<file path="config.mk">
export PLATFORM = sky130hd
export DESIGN_NAME = lift_ramp_p_controller_unit
export DESIGN_NICKNAME = d
export VERILOG_FILES = /design/src/rtl/lrpc_pkg.sv /design/src/rtl/lrpc_cfg_regs.sv /design/src/rtl/lrpc_duty.sv /design/src/rtl/lrpc_ctrl.sv /design/src/rtl/lift_ramp_p_controller_unit.sv
export VERILOG_INCLUDE_DIRS = /design/src /design/src/rtl
export SDC_FILE = /design/constraint.sdc
export NUM_CORES = 1
export LEC_CHECK = 0
export ABC_AREA = 1
export BUFFER_PORTS_ARGS = -buffer_cell sky130_fd_sc_hd__buf_2
export CORE_UTILIZATION = 55
export CTS_BUF_LIST = sky130_fd_sc_hd__clkbuf_8
export DETAILED_ROUTE_END_ITERATION = 8
export GPL_TIMING_DRIVEN = 0
export PLACE_DENSITY = 0.75
export SETUP_SLACK_MARGIN = 0.5
export SLEW_MARGIN = 20
export SYNTH_ARGS = -nofsm -noshare
export SYNTH_HDL_FRONTEND = slang
export SYNTH_SLANG_ARGS = --single-unit
</file>
<file path="constraint.sdc">
create_clock -name clk -period 11.85 [get_ports clk]
set_clock_uncertainty 0.15 [all_clocks]
set_input_delay 1.185 -clock clk [delete_from_list [all_inputs] [get_ports clk]]
set_output_delay 1.185 -clock clk [all_outputs]
set_load 0.02 [all_outputs]
</file>
<file path="src/rtl/lift_ramp_p_controller_unit_macros.svh">
// Assertion macros for the lift ramp controller; only lrpc_ctrl includes them.
`ifndef LIFT_RAMP_P_CONTROLLER_UNIT_MACROS_SVH
`define LIFT_RAMP_P_CONTROLLER_UNIT_MACROS_SVH

// The consequent must hold in the same cycle as the antecedent.
`define LRPC_ASSERT_SAME(label, clk, rst_n, ante, cons) \
    label: assert property (@(posedge clk) disable iff (!rst_n) (ante) |-> (cons)) \
        else $error("lrpc: same-cycle property violated");

// The consequent must hold in the cycle after the antecedent.
`define LRPC_ASSERT_NEXT(label, clk, rst_n, ante, cons) \
    label: assert property (@(posedge clk) disable iff (!rst_n) (ante) |=> (cons)) \
        else $error("lrpc: next-cycle property violated");

`endif

</file>
<file path="src/rtl/lrpc_pkg.sv">
package lrpc_pkg;

    // Fixed field widths.
    localparam int POSITION_WIDTH = 16;
    localparam int GAIN_FRAC_BITS = 12;
    localparam int KP_W           = 16;
    localparam int PWM_W          = 8;
    localparam int STEP_W         = 10;
    localparam int CODE_W         = 2;
    localparam int CFG_IDX_W      = 3;
    localparam int CFG_DATA_W     = (POSITION_WIDTH > KP_W) ? POSITION_WIDTH : KP_W;

    // Operation codes.
    localparam logic [CODE_W-1:0] OP_TICK   = 2'd0;
    localparam logic [CODE_W-1:0] OP_MANUAL = 2'd1;
    localparam logic [CODE_W-1:0] OP_AUTO   = 2'd2;

    // Lift actions, also used for the commanded direction.
    localparam logic [CODE_W-1:0] ACT_STOP = 2'd0;
    localparam logic [CODE_W-1:0] ACT_UP   = 2'd1;
    localparam logic [CODE_W-1:0] ACT_DOWN = 2'd2;

    // Motor bridge modes.
    localparam logic [CODE_W-1:0] DRV_RELEASE  = 2'd0;
    localparam logic [CODE_W-1:0] DRV_FORWARD  = 2'd1;
    localparam logic [CODE_W-1:0] DRV_BACKWARD = 2'd2;

    // Configuration register indices.
    localparam logic [CFG_IDX_W-1:0] CFG_KP_GAIN         = 3'd0;
    localparam logic [CFG_IDX_W-1:0] CFG_MANUAL_UP_PWM   = 3'd1;
    localparam logic [CFG_IDX_W-1:0] CFG_MANUAL_DOWN_PWM = 3'd2;
    localparam logic [CFG_IDX_W-1:0] CFG_UPPER_LIMIT     = 3'd3;
    localparam logic [CFG_IDX_W-1:0] CFG_LOWER_LIMIT     = 3'd4;
    localparam logic [CFG_IDX_W-1:0] CFG_RAMP_STEP       = 3'd5;

    // Reset values.
    localparam logic [KP_W-1:0]                  KP_GAIN_RESET         = 16'd819;
    localparam logic [PWM_W-1:0]                 MANUAL_UP_PWM_RESET   = 8'd90;
    localparam logic [PWM_W-1:0]                 MANUAL_DOWN_PWM_RESET = 8'd70;
    localparam logic signed [POSITION_WIDTH-1:0] UPPER_LIMIT_RESET     = POSITION_WIDTH'(1500);
    localparam logic signed [POSITION_WIDTH-1:0] LOWER_LIMIT_RESET     = '0;
    localparam logic [STEP_W-1:0]                RAMP_STEP_RESET       = 10'd20;
    localparam logic [PWM_W-1:0]                 PWM_RESET             = 8'd70;

    // Largest duty the bridge accepts.
    localparam logic [PWM_W-1:0] DUTY_MAX = 8'd255;

    typedef struct packed {
        logic [KP_W-1:0]                  kp_gain;
        logic [PWM_W-1:0]                 manual_up_pwm;
        logic [PWM_W-1:0]                 manual_down_pwm;
        logic signed [POSITION_WIDTH-1:0] upper_limit;
        logic signed [POSITION_WIDTH-1:0] lower_limit;
        logic [STEP_W-1:0]                ramp_step;
    } lrpc_cfg_t;

    typedef struct packed {
        logic [CODE_W-1:0]                opcode;
        logic [CODE_W-1:0]                direction;
        logic signed [POSITION_WIDTH-1:0] lift_position;
        logic                             interlock_up;
        logic                             interlock_down;
    } lrpc_item_t;

    typedef struct packed {
        logic [CODE_W-1:0] drive_mode;
        logic [PWM_W-1:0]  pwm_duty;
        logic [CODE_W-1:0] current_action;
        logic              manual_mode;
        logic              command_ignored;
    } lrpc_result_t;

endpackage

</file>
<file path="src/rtl/lrpc_cfg_regs.sv">
module lrpc_cfg_regs (
    input  logic                           clk,
    input  logic                           rst_n,
    input  logic                           wr_en,
    input  logic [lrpc_pkg::CFG_IDX_W-1:0] wr_index,
    input  logic [lrpc_pkg::CFG_DATA_W-1:0] wr_data,
    output lrpc_pkg::lrpc_cfg_t            cfg
);
    import lrpc_pkg::*;

    lrpc_cfg_t cfg_reg;
    lrpc_cfg_t cfg_next;

    // Decode the write beat onto the addressed register; unknown indices are dropped.
    always_comb
    begin
        cfg_next = cfg_reg;
        if (wr_en)
        begin
            case (wr_index)
                CFG_KP_GAIN:         cfg_next.kp_gain         = wr_data[KP_W-1:0];
                CFG_MANUAL_UP_PWM:   cfg_next.manual_up_pwm   = wr_data[PWM_W-1:0];
                CFG_MANUAL_DOWN_PWM: cfg_next.manual_down_pwm = wr_data[PWM_W-1:0];
                CFG_UPPER_LIMIT:     cfg_next.upper_limit     = wr_data[POSITION_WIDTH-1:0];
                CFG_LOWER_LIMIT:     cfg_next.lower_limit     = wr_data[POSITION_WIDTH-1:0];
                CFG_RAMP_STEP:       cfg_next.ramp_step       = wr_data[STEP_W-1:0];
                default:             cfg_next = cfg_reg;
            endcase
        end
    end

    always_ff @(posedge clk or negedge rst_n)
    begin
        if (!rst_n)
        begin
            cfg_reg.kp_gain         <= KP_GAIN_RESET;
            cfg_reg.manual_up_pwm   <= MANUAL_UP_PWM_RESET;
            cfg_reg.manual_down_pwm <= MANUAL_DOWN_PWM_RESET;
            cfg_reg.upper_limit     <= UPPER_LIMIT_RESET;
            cfg_reg.lower_limit     <= LOWER_LIMIT_RESET;
            cfg_reg.ramp_step       <= RAMP_STEP_RESET;
        end
        else
        begin
            cfg_reg <= cfg_next;
        end
    end

    assign cfg = cfg_reg;

endmodule

</file>
<file path="src/rtl/lrpc_duty.sv">
module lrpc_duty (
    input  logic [lrpc_pkg::KP_W-1:0]           kp_gain,
    input  logic [lrpc_pkg::POSITION_WIDTH-1:0] err_mag,
    output logic [lrpc_pkg::PWM_W-1:0]          duty
);
    import lrpc_pkg::*;

    localparam int PROD_W = KP_W + POSITION_WIDTH;

    logic [PROD_W-1:0] product;
    logic [PROD_W-1:0] scaled;

    // Gain times error magnitude, dropping the fractional bits of the gain.
    assign product = PROD_W'(kp_gain) * PROD_W'(err_mag);
    assign scaled  = product >> GAIN_FRAC_BITS;

    // Clamp to the largest duty instead of wrapping.
    assign duty = (scaled > PROD_W'(DUTY_MAX)) ? DUTY_MAX : scaled[PWM_W-1:0];

endmodule

</file>
<file path="src/rtl/lrpc_ctrl.sv">
`include "lift_ramp_p_controller_unit_macros.svh"

module lrpc_ctrl (
    input  logic                   clk,
    input  logic                   rst_n,
    input  logic                   fire,
    input  lrpc_pkg::lrpc_item_t   item,
    input  lrpc_pkg::lrpc_cfg_t    cfg,
    output lrpc_pkg::lrpc_result_t result
);
    import lrpc_pkg::*;

    localparam int SUM_W = POSITION_WIDTH + 2;
    localparam int ERR_W = POSITION_WIDTH + 1;

    localparam logic signed [SUM_W-1:0] POS_MAX_W = $signed({3'b000, {(POSITION_WIDTH-1){1'b1}}});
    localparam logic signed [SUM_W-1:0] POS_MIN_W = $signed({3'b111, {(POSITION_WIDTH-1){1'b0}}});

    logic [CODE_W-1:0]                action_reg, action_next;
    logic                             manual_reg, manual_next;
    logic signed [POSITION_WIDTH-1:0] ref_reg, ref_next;
    logic [CODE_W-1:0]                drive_reg, drive_next;
    logic [PWM_W-1:0]                 pwm_reg, pwm_next;
    logic                             ignored;

    logic [CODE_W-1:0]                dir_norm;
    logic signed [SUM_W-1:0]          ref_wide;
    logic signed [SUM_W-1:0]          step_wide;
    logic signed [SUM_W-1:0]          ref_sum;
    logic signed [POSITION_WIDTH-1:0] ref_ramp;
    logic signed [ERR_W-1:0]          err;
    logic signed [ERR_W-1:0]          err_neg;
    logic [POSITION_WIDTH-1:0]        err_mag;
    logic [PWM_W-1:0]                 duty;
    logic                             past_upper;
    logic                             past_lower;

    // A direction code outside the known set means stop.
    always_comb
    begin
        case (item.direction)
            ACT_UP:   dir_norm = ACT_UP;
            ACT_DOWN: dir_norm = ACT_DOWN;
            default:  dir_norm = ACT_STOP;
        endcase
    end

    // Ramp the reference one step in the move direction, saturating at the position range.
    always_comb
    begin
        ref_wide  = {{2{ref_reg[POSITION_WIDTH-1]}}, ref_reg};
        step_wide = $signed({{(SUM_W-STEP_W){1'b0}}, cfg.ramp_step});
        if (action_reg == ACT_DOWN)
        begin
            ref_sum = ref_wide - step_wide;
        end
        else
        begin
            ref_sum = ref_wide + step_wide;
        end
        if (ref_sum > POS_MAX_W)
        begin
            ref_ramp = POS_MAX_W[POSITION_WIDTH-1:0];
        end
        else if (ref_sum < POS_MIN_W)
        begin
            ref_ramp = POS_MIN_W[POSITION_WIDTH-1:0];
        end
        else
        begin
            ref_ramp = ref_sum[POSITION_WIDTH-1:0];
        end
    end

    // Error in the move direction; zero when the lift is already ahead of the reference.
    always_comb
    begin
        err     = {ref_ramp[POSITION_WIDTH-1], ref_ramp}
                - {item.lift_position[POSITION_WIDTH-1], item.lift_position};
        err_neg = -err;
        err_mag = '0;
        if (action_reg == ACT_UP && !err[ERR_W-1] && err != '0)
        begin
            err_mag = err[POSITION_WIDTH-1:0];
        end
        else if (action_reg == ACT_DOWN && err[ERR_W-1])
        begin
            err_mag = err_neg[POSITION_WIDTH-1:0];
        end
    end

    lrpc_duty u_duty (
        .kp_gain (cfg.kp_gain),
        .err_mag (err_mag),
        .duty    (duty)
    );

    assign past_upper = $signed(item.lift_position) > $signed(cfg.upper_limit);
    assign past_lower = $signed(item.lift_position) < $signed(cfg.lower_limit);

    // Next state for the item at the head of the pipeline.
    always_comb
    begin
        action_next = action_reg;
        manual_next = manual_reg;
        ref_next    = ref_reg;
        drive_next  = drive_reg;
        pwm_next    = pwm_reg;
        ignored     = 1'b0;
        case (item.opcode)
            OP_TICK:
            begin
                if (!manual_reg && action_reg == ACT_UP)
                begin
                    if (past_upper || item.interlock_up)
                    begin
                        action_next = ACT_STOP;
                        drive_next  = DRV_RELEASE;
                    end
                    else
                    begin
                        drive_next = DRV_FORWARD;
                        ref_next   = ref_ramp;
                        pwm_next   = duty;
                    end
                end
                else if (!manual_reg && action_reg == ACT_DOWN)
                begin
                    if (past_lower || item.interlock_down)
                    begin
                        action_next = ACT_STOP;
                        drive_next  = DRV_RELEASE;
                    end
                    else
                    begin
                        drive_next = DRV_BACKWARD;
                        ref_next   = ref_ramp;
                        pwm_next   = duty;
                    end
                end
            end
            OP_MANUAL:
            begin
                manual_next = 1'b1;
                action_next = dir_norm;
                if (dir_norm == ACT_UP)
                begin
                    drive_next = DRV_FORWARD;
                    pwm_next   = cfg.manual_up_pwm;
                end
                else if (dir_norm == ACT_DOWN)
                begin
                    drive_next = DRV_BACKWARD;
                    pwm_next   = cfg.manual_down_pwm;
                end
                else
                begin
                    drive_next = DRV_RELEASE;
                end
            end
            OP_AUTO:
            begin
                if (item.interlock_up || item.interlock_down)
                begin
                    ignored = 1'b1;
                end
                else
                begin
                    manual_next = 1'b0;
                    action_next = dir_norm;
                    ref_next    = item.lift_position;
                    if (dir_norm == ACT_STOP)
                    begin
                        drive_next = DRV_RELEASE;
                    end
                end
            end
            default:
            begin
                ignored = 1'b0;
            end
        endcase
    end

    // Controller state advances once per item beat.
    always_ff @(posedge clk or negedge rst_n)
    begin
        if (!rst_n)
        begin
            action_reg <= ACT_STOP;
            manual_reg <= 1'b0;
            ref_reg    <= '0;
            drive_reg  <= DRV_RELEASE;
            pwm_reg    <= PWM_RESET;
        end
        else if (fire)
        begin
            action_reg <= action_next;
            manual_reg <= manual_next;
            ref_reg    <= ref_next;
            drive_reg  <= drive_next;
            pwm_reg    <= pwm_next;
        end
    end

    // The result shows the state after the step.
    assign result.drive_mode      = drive_next;
    assign result.pwm_duty        = pwm_next;
    assign result.current_action  = action_next;
    assign result.manual_mode     = manual_next;
    assign result.command_ignored = ignored;

    `LRPC_ASSERT_NEXT(a_refused_keeps_state, clk, rst_n, fire && ignored,
        $stable(action_reg) && $stable(manual_reg) && $stable(ref_reg) && $stable(drive_reg))
    `LRPC_ASSERT_NEXT(a_idle_keeps_state, clk, rst_n, !fire,
        $stable(ref_reg) && $stable(pwm_reg) && $stable(action_reg))
    `LRPC_ASSERT_SAME(a_manual_up_drives_forward, clk, rst_n,
        manual_reg && action_reg == ACT_UP, drive_reg == DRV_FORWARD)
    `LRPC_ASSERT_SAME(a_manual_stop_releases, clk, rst_n,
        manual_reg && action_reg == ACT_STOP, drive_reg == DRV_RELEASE)

endmodule

</file>
<file path="src/rtl/lift_ramp_p_controller_unit.sv">
// Lift ramp controller: each item beat (control tick, manual command or auto command)
// yields exactly one result beat showing the bridge mode, duty and action after the step.
// An item passes through an input register and then a result register, which loads when
// it is empty or its beat is being taken; the result is held there until it is taken. One item
// is taken every cycle while the result side keeps up; the step, including the single gain
// multiply, is combinational between those registers. The configuration port is
// always ready and must only be written while no item is in flight.
module lift_ramp_p_controller_unit (
    input  logic                                       clk,
    input  logic                                       rst_n,
    // Item channel.
    input  logic                                       item_valid,
    output logic                                       item_stall,
    input  logic [lrpc_pkg::CODE_W-1:0]                opcode,
    input  logic [lrpc_pkg::CODE_W-1:0]                direction,
    input  logic signed [lrpc_pkg::POSITION_WIDTH-1:0] lift_position,
    input  logic                                       interlock_up,
    input  logic                                       interlock_down,
    // Result channel.
    output logic                                       result_valid,
    input  logic                                       result_stall,
    output logic [lrpc_pkg::CODE_W-1:0]                drive_mode,
    output logic [lrpc_pkg::PWM_W-1:0]                 pwm_duty,
    output logic [lrpc_pkg::CODE_W-1:0]                current_action,
    output logic                                       manual_mode,
    output logic                                       command_ignored,
    // Configuration write channel.
    input  logic                                       cfg_valid,
    output logic                                       cfg_ready,
    input  logic [lrpc_pkg::CFG_IDX_W-1:0]             cfg_index,
    input  logic [lrpc_pkg::CFG_DATA_W-1:0]            cfg_data
);
    import lrpc_pkg::*;

    lrpc_cfg_t    cfg;
    lrpc_item_t   item_reg;
    lrpc_result_t res_reg;
    lrpc_result_t res_step;
    logic         item_vld_reg, item_vld_next;
    logic         res_vld_reg, res_vld_next;
    logic         advance;
    logic         take_item;
    logic         fire;

    assign cfg_ready = 1'b1;

    lrpc_cfg_regs u_cfg (
        .clk      (clk),
        .rst_n    (rst_n),
        .wr_en    (cfg_valid && cfg_ready),
        .wr_index (cfg_index),
        .wr_data  (cfg_data),
        .cfg      (cfg)
    );

    // The result register can load when it is empty or its beat is being taken.
    assign advance    = !res_vld_reg || !result_stall;
    assign fire       = item_vld_reg && advance;
    assign item_stall = item_vld_reg && !advance;
    assign take_item  = item_valid && !item_stall;

    always_comb
    begin
        if (take_item)
        begin
            item_vld_next = 1'b1;
        end
        else if (advance)
        begin
            item_vld_next = 1'b0;
        end
        else
        begin
            item_vld_next = item_vld_reg;
        end

        if (fire)
        begin
            res_vld_next = 1'b1;
        end
        else if (advance)
        begin
            res_vld_next = 1'b0;
        end
        else
        begin
            res_vld_next = res_vld_reg;
        end
    end

    // Handshake state.
    always_ff @(posedge clk or negedge rst_n)
    begin
        if (!rst_n)
        begin
            item_vld_reg <= 1'b0;
            res_vld_reg  <= 1'b0;
        end
        else
        begin
            item_vld_reg <= item_vld_next;
            res_vld_reg  <= res_vld_next;
        end
    end

    // Payload registers.
    always_ff @(posedge clk)
    begin
        if (take_item)
        begin
            item_reg.opcode         <= opcode;
            item_reg.direction      <= direction;
            item_reg.lift_position  <= lift_position;
            item_reg.interlock_up   <= interlock_up;
            item_reg.interlock_down <= interlock_down;
        end
        if (fire)
        begin
            res_reg <= res_step;
        end
    end

    lrpc_ctrl u_ctrl (
        .clk    (clk),
        .rst_n  (rst_n),
        .fire   (fire),
        .item   (item_reg),
        .cfg    (cfg),
        .result (res_step)
    );

    assign result_valid    = res_vld_reg;
    assign drive_mode      = res_reg.drive_mode;
    assign pwm_duty        = res_reg.pwm_duty;
    assign current_action  = res_reg.current_action;
    assign manual_mode     = res_reg.manual_mode;
    assign command_ignored = res_reg.command_ignored;

endmodule
</file>
==> impl_metrics.ini, run 1 <==
[grt]
grt_pass1_wl_mm = 89.3
grt_max_degree = 71
overflow = 0
grt_usage = 0.344
grt_pass1_vias = 17300
antenna_found_initial = 0

[timing]
rsz0062_at_grt = yes
max_slew_margin = 0.375
drv_slew = 0
post-route-min-period_ns = 12.47
fmax_mhz = 80.2
setup_viol = 16
worst_slack_ns = -0.623
fin_crit_sh = 1.05
hold_viol_final = 0
worst_pin_slew_ns = 0.938

[logic_synthesis]
yosysTopAreaCell = fa_1
synthMuxAreaShare = 0
synthXorXnorAreaFrac = 0.0154
synthCells = 2415
synth_compound_area_frac = 0.103
ys_warn_count = 0
syn_avg_cell_area_um2 = 7.51
syn_area_um2 = 18100
synth_flop_cell = dfrtp_1
synth-simple-area-share = 0.224
synth_common_cells = nand2_1, inv_1, nor2_1
ys_seq_elements = 141
syn-num-nets = 2830
seq_area_frac_synth = 0.206
synthAdderAreaFrac = 0.335
synth_top_family_by_area = adder cells
synth_cell_types = 57
post-synth-top-area-fraction = 0.215
synth_edf_count = 36
synthTopCellsByArea = fa_1, nand2_1, ha_1
synth.most_common_cell = nand2_1
synthArstFlopShare = 0.745

[clock_network]
root_buffer = clkbuf_8
cts-hold-fix-buffers = 0
cts_buffers = 17
clk_latency_ns = 0.46
h-tree-depth = 4
clkSinkCount = 141
clockBufferDepth = 2
cts_tree = yes
path_clk_slew_ns = 0.08

[drt]
num_vias = 17200
drt-initial-drc-count = 1555
wl_mm = 56.9
dr.pass1.iters = 6
drc_errors = 0
post_drt_wl_per_cell_um = 18.3
avgViaCountPerCell = 5.56
drtAntennaViolNets = 0

[worst_setup_path]
arrival_ns = 12.53
end_kind = register
crit_path_top_delay_cell = fa_2
required_ns = 11.90
cpMostUsedCell = buf_4
cp_max_fo = 8
max_stage_delay_ns = 0.61
startpoint_type = register
critical_path_class = register to register

[placement]
gp_congestion = 0.979
portBuffers = 61
place_hpwl_mm = 42.6
placed_cell_area_um2 = 19100

[floorplan]
die_w_um = 184
core_area_um2 = 32500
initial_core_util = 0.558
die_y_um = 184
rows = 66
ios = 63
die_area_um2 = 33700

[cells_and_area]
syn2layout_area_growth_pct = 21.4
multi_input_area_um2 = 13400
fin_nets = 3059
ff_latch_area_um2 = 3740
nFillCells = 2733
largest_register_ffs = 74
drive_gt1_frac = 0.213
finalInstanceArea_um2 = 22000

[outcome]
violations = setup timing
outcome = finished with violations

[min_path]
hold_class = register to register

[job]
drv_cap = 0
-- cells by family after synthesis --
family	after synthesis
and+or+nand+nor	982
buffers and inverters	556
adders and majority gates	369
AOI/OAI and AO/OA	335
DFF	141
xor gates and xnor gates	31
other	1
-- layout by cell type, fill, tap and decap left out, types with 7 or more instances in the layout --
master and n:
nand2_1 546, inv_1 444, nor2_1 184, fa_1 178
ha_1 149, o21ai_0 147, buf_4 133, a21oi_1 80
dfrtp_1 80, nand3_1 76, buf_2 61, nand2_2 41
inv_2 37, clkbuf_1 36, edfxtp_1 36, a21oi_2 25
dfstp_2 25, clkbuf_8 24, ha_4 22, nor2_2 21
nor2_4 20, xor2_1 20, fa_2 17, nand2_4 16
nand3_2 15, nor3_1 15, buf_6 12, o21a_1 11
nand4_1 10, o21ai_1 8, xnor2_1 8, nand3b_1 7
inv_4 7, or2_2 7
-- per-stage QoR --
stage / hold slack, ns / setup slack (ns) / util / instances / TNS (ns)
final: 0.329 / -0.623 / 0.677 / 3100 / -9.20
after detailed placement: 0.313 / -2.16 / 0.587 / 2919 / -33.68
after CTS: 0.336 / -0.203 / 0.653 / 3061 / -2.52
after floorplan: 0.284 / 0.511 / - / 2415 / 0
after global placement: 0.307 / -2.02 / 0.586 / 2918 / -31.20
after global routing: 0.359 / -1.13 / 0.677 / 3099 / -17.65
-- routing by layer --
metal	global-route usage	routed length [um]	vias up
met3	0.0677	4820	182
met1	0.432	22500	8261
met5	0	0	-
met4	0.153	2770	0
met2	0.575	26800	813
li1	-	-	7969
-- worst paths after layout --
kind                              start           endpoint  slack, ns  cells past startpoint
max reg2reg                u_cfg.cfg[1]        pwm_duty[0]      -0.62                     75
min in group asynchronous         rst_n  u_ctrl.pwm_reg[4]       0.48                      1
max                        u_cfg.cfg[1]        pwm_duty[0]      -0.62                     75
min                        item_vld_reg       result_valid       0.33                      2
min reg2reg                item_vld_reg       result_valid       0.33                      2
max in group asynchronous         rst_n      u_cfg.cfg[44]      10.36                      2
-- worst max-delay path: cells and delay by family, from the launching register on --
kind / cells / cell delay (ns)
AO/OA/AOI/OAI: 5 / 0.72
XOR/XNOR: 1 / 0.17
adder cells (fa/ha/maj): 9 / 4.08
buffers and inverters: 24 / 2.61
flip-flops: 1 / 0.41
AND/OR/NAND/NOR: 36 / 4.06
-- timing repair --
action	CTS	global route
buffers inserted	108	37
endpoints found under the setup margin	16	16
pin swaps	140	117
cloned	2	1
resized for setup	226	130
-- final cells by class --
type,count,area share
multi-input combinational,1718,0.610
sequential,141,0.170
inverter,497,0.0864
timing repair buffer,210,0.0710
tap,442,0.0251
buffer,59,0.0179
clock buffer,20,0.0125
clock inverter,12,0.00761
antenna,1,0.000114
Power of run 1 is left out: the tool's default activity adds up to more than one toggle a clock period on the data nets, which glitch-free logic cannot reach.
==> run 2: changes to the inputs <==
--- a/config.mk
+++ b/config.mk
@@ -14,6 +14,7 @@
 export GPL_TIMING_DRIVEN = 0
 export PLACE_DENSITY = 0.75
 export SETUP_SLACK_MARGIN = 0.5
+export SKIP_CTS_REPAIR_TIMING = 1
 export SLEW_MARGIN = 20
 export SYNTH_ARGS = -nofsm -noshare
 export SYNTH_HDL_FRONTEND = slang
==> run 2 against run 1 <==
The run still ends with setup timing left. Die area stayed put. Critical path depth is 2 lower. Clock-buffer cell count stayed put. Via count is 2.5% lower. Sequential cell count stayed put. Global-route usage is 2.0 points lower. Core utilization is 3.0 points lower. Hold slack worse by 0.0030 ns. Wire length is 5.4% lower. Worst setup slack better by 0.085 ns. Largest cell class unchanged.
==> impl_metrics.ini, run 2 (synthesis results as in run 1) <==
[outcome]
outcome = finished with violations
violations = setup timing

[grt]
grt_pass1_wl_mm = 84.0
grt_usage = 0.324
overflow = 0
grt_max_degree = 71
antenna_found_initial = 0
grt_pass1_vias = 16300

[clock_network]
root_buffer = clkbuf_8
clkSinkCount = 141
path_clk_slew_ns = 0.08
clk_latency_ns = 0.46
cts_buffers = 17
h-tree-depth = 4
clockBufferDepth = 2
cts_tree = yes

[min_path]
hold_path_depth = 2
hold_class = register to register
min-delay-start = item_vld_reg
whs_endpoint = result_valid

[drt]
drc_errors = 0
post_drt_wl_per_cell_um = 17.8
dr.pass1.iters = 6
drtAntennaViolNets = 0
num_vias = 16800
avgViaCountPerCell = 5.56
drt-initial-drc-count = 1504
wl_mm = 53.8

[floorplan]
core_area_um2 = 32500
die_w_um = 184
initial_core_util = 0.558
die_area_um2 = 33700
die_y_um = 184
rows = 66
ios = 63

[timing]
post-route-min-period_ns = 12.39
drv_slew = 0
fin_crit_sh = 1.05
hold_viol_final = 0
setup_viol = 16
worst_slack_ns = -0.538
max_slew_margin = 0.395
worst_pin_slew_ns = 0.907
fmax_mhz = 80.7
rsz0062_at_grt = yes

[worst_setup_path]
critical_path_class = register to register
reg2reg_to = pwm_duty[0]
crit_path_top_delay_cell = fa_2
regToRegSetupSlack_ns = -0.54
startpoint_type = register
reg2reg_depth = 73
cp_max_fo = 9
cpMostUsedCell = nand2_1
required_ns = 11.90
r2r-start = u_cfg.cfg[1]
end_kind = register
arrival_ns = 12.44
max_stage_delay_ns = 0.60

[placement]
dp_cells = 2919
gp_congestion = 0.979
portBuffers = 61
place_hpwl_mm = 42.6

[cells_and_area]
fin_nets = 2983
final_common_cell = nand2_1
largest_register_ffs = 74
layout_common_cells = nand2_1, inv_1, nor2_1
syn2layout_area_growth_pct = 16.0
fin_cells = 3023
drive_gt1_frac = 0.164
diodes = 0

[job]
drv_cap = 0
==> run 2: cell types whose count changed in the layout (fill, tap and decap cells not counted), moves of 8 or more <==
| cell | change |
|---|---|
| a21oi_1 | +10 |
| buf_4 | -61 |
| fa_1 | +10 |
| fa_2 | -10 |
| inv_1 | +19 |
| inv_2 | -16 |
| nor2_1 | +12 |
| nor2_2 | -8 |
==> run 2: layer usage <==
metal | up-vias | track usage | routed length [um]
met5 | - | 0 | 0
met4 | 0 | 0.132 | 2280
met3 | 151 | 0.0584 | 4570
met2 | 729 | 0.539 | 25200
met1 | 8108 | 0.416 | 21700
li1 | 7808 | - | -
==> run 2: worst max path at each step <==
stage               depth (start not counted)  slack (ns)     endpoint            startpoint
finish                                     73       -0.54  pwm_duty[0]          u_cfg.cfg[1]
global route                               72       -1.05  pwm_duty[0]          u_cfg.cfg[1]
CTS                                        67       -2.24  pwm_duty[0]  u_ctrl.action_reg[1]
detailed placement                         67       -2.16  pwm_duty[0]  u_ctrl.action_reg[1]
global placement                           69       -2.02  pwm_duty[0]  u_ctrl.action_reg[1]
floorplan                                  75        0.51  pwm_duty[1]          u_cfg.cfg[0]
==> run 2: worst max-delay path, delay by kind of cell (launching register included) <==
family                     cells  cell delay (ns)
DFF                            1             0.41
buffers and inverters         13             1.32
AOI/OAI and AO/OA              8             0.97
adders and majority gates     11             4.51
and+or+nand+nor               40             4.59
xor gates and xnor gates       1             0.17
==> run 2: layout make-up <==
type,instances,area (um2)
Timing Repair Buffer,134,938
Clock inverter,12,168
Fill cell,2909,11500
Sequential cell,141,3740
Tap cell,442,553
Inverter,497,1900
Buffer,59,345
Multi-Input combinational cell,1718,13100
Clock buffer,20,275
==> run 2: through the flow <==
step / util / hold WS [ns] / cell area [um2] / setup TNS [ns] / setup slack, ns
2_1_floorplan: - / 0.284 / 18200 / 0 / 0.511
3_5_place_dp: 0.587 / 0.313 / 19100 / -33.68 / -2.16
4_1_cts: 0.601 / 0.336 / 19600 / -34.91 / -2.24
3_3_place_gp: 0.586 / 0.307 / 19100 / -31.20 / -2.02
6_report: 0.647 / 0.326 / 21000 / -7.74 / -0.538
5_1_grt: 0.647 / 0.359 / 21000 / -16.47 / -1.05
Power of run 2 is left out for the same reason.
==> run 3: changes to the inputs <==
--- a/config.mk
+++ b/config.mk
@@ -8,11 +8,12 @@
 export LEC_CHECK = 0
 export ABC_AREA = 1
 export BUFFER_PORTS_ARGS = -buffer_cell sky130_fd_sc_hd__buf_2
+export CORE_ASPECT_RATIO = 2
 export CORE_UTILIZATION = 55
 export CTS_BUF_LIST = sky130_fd_sc_hd__clkbuf_8
 export DETAILED_ROUTE_END_ITERATION = 8
 export GPL_TIMING_DRIVEN = 0
-export PLACE_DENSITY = 0.75
+export PLACE_DENSITY = 0.72
 export SETUP_SLACK_MARGIN = 0.5
 export SKIP_CTS_REPAIR_TIMING = 1
 export SLEW_MARGIN = 20
==> constraint.sdc (replaced) <==
create_clock -name clk -period 11.7 [get_ports clk]
set_clock_uncertainty 0.15 [all_clocks]
set_input_delay 1.17 -clock clk [delete_from_list [all_inputs] [get_ports clk]]
set_output_delay 1.17 -clock clk [all_outputs]
set_load 0.02 [all_outputs]
==> run 3 against run 2 <==
The flow still finishes with violations (setup timing). Critical path depth is 3 higher. Sequential cell count is the same. Sequential share of layout area is 0.15 points higher. First-iteration DRC count decreased by 26%. Die area grew 0.13%. Wire length rose by 14%. Design area shrank 0.81%. Final cell count shrank 0.60%. Critical path type unchanged. Critical endpoint is now pwm_duty[7].
==> impl_metrics.ini, run 3 (synthesis results as in run 1) <==
[floorplan]
rows = 93
ios = 63
die_w_um = 130
core_area_um2 = 32300
die_area_um2 = 33800
initial_core_util = 0.561
die_y_um = 259

[outcome]
violations = setup timing
outcome = finished with violations

[drt]
num_vias = 16800
wl_mm = 61.2
avgViaCountPerCell = 5.60
drc_errors = 0
wl_met2_mm = 31.0
dr.pass1.iters = 8
drtAntennaViolNets = 0
post_drt_wl_per_cell_um = 20.4
met3WireLength_mm = 3.87
routed.top_layer = met5
met1Wirelength_mm = 18.8
drt-initial-drc-count = 1108

[worst_setup_path]
crit_buf_inv = 15
cpMostUsedCell = nand2_1
max_stage_delay_ns = 0.68
end_kind = register
cp_max_fo = 8
arrival_ns = 12.80
startpoint_type = register
crit_path_top_delay_cell = fa_2
critical_path_class = register to register
required_ns = 11.78
cp_top_family = simple AND/OR/NAND/NOR gates

[clock_network]
path_clk_slew_ns = 0.09
cts_buffers = 17
h-tree-depth = 4
cts_tree = yes
clockBufferDepth = 2
root_buffer = clkbuf_8
clkSinkCount = 141
clk_latency_ns = 0.47

[grt]
grt_pass1_wl_mm = 91.4
antenna_found_initial = 3
grt_max_degree = 59
overflow = 0
grt_usage = 0.372
grt_pass1_vias = 17200

[cells_and_area]
largest_register_ffs = 74
nFillCells = 2956
syn2layout_area_growth_pct = 15.0
fin_nets = 2979
layout_common_cells = nand2_1, inv_1, nor2_1
final_common_cell = nand2_1
drive_gt1_frac = 0.162

[timing]
tns_ns = -15.80
rsz0062_at_grt = yes
fmax_mhz = 78.6
max_slew_margin = 0.365
drv_slew = 0
hold_viol_final = 0
setup_viol = 16
worst_slack_ns = -1.02
fin_crit_sh = 1.09
post-route-min-period_ns = 12.72
worst_pin_slew_ns = 0.952

[placement]
portBuffers = 61
place_hpwl_mm = 48.2
gp_congestion = 1.02

[job]
drv_cap = 0

[min_path]
hold_class = register to register
[run 3: cell types whose count changed in the layout (fill, tap and decap cells not counted), sizes merged]
cell	delta
inv	+8
bufinv	-4
buf	-3
clkbuf	-3
clkinv	-3
clkinvlp	+1
diode	+1
[run 3: final cells by class]
type                    count  area, um2  area share
diodes                      1       2.50    0.000120
multi-input cells        1718      13000       0.625
well taps                 427        534      0.0256
plain buffers              59        343      0.0164
repair buffers            130        942      0.0451
inverters                 497       1900      0.0911
flip-flops and latches    141       3740       0.179
clock buffers              18        248      0.0119
clock inverters            14        123     0.00587
[run 3: worst paths after layout]
check / slack [ns] / start / endpoint / cells after the start
hold reg to reg: 0.33 / item_vld_reg / result_valid / 2
max in group asynchronous: 10.19 / rst_n / u_cfg.cfg[34] / 2
min in group asynchronous: 0.48 / rst_n / result_valid / 1
setup / recovery: -1.02 / u_cfg.cfg[1] / pwm_duty[7] / 76
hold / removal: 0.33 / item_vld_reg / result_valid / 2
setup reg to reg: -1.02 / u_cfg.cfg[1] / pwm_duty[7] / 76
[run 3: metal layers]
metal / global-route usage / vias up
met3: 0.0844 / 324
met4: 0.396 / 4
met5: 0 / -
met1: 0.337 / 7996
met2: 0.642 / 697
li1: - / 7816
[run 3: worst min-delay path, cell delays in order, from the launching register on]
cell and delay [ns]:
dfrtp_1 0.33, inv_1 0.06, nand2_1 0.07
[run 3: per-stage QoR]
step	instance area, um2	utilization	cells	hold slack, ns	worst slack, ns
3_5_place_dp	19100	0.592	2904	0.317	-2.12
5_1_grt	20900	0.645	3005	0.360	-1.62
6_report	20900	0.645	3005	0.334	-1.02
3_3_place_gp	19100	0.591	2903	0.293	-2.02
2_1_floorplan	18300	-	2415	0.284	0.530
4_1_cts	19500	0.603	2936	0.329	-2.15
Power of run 3 is left out for the same reason.
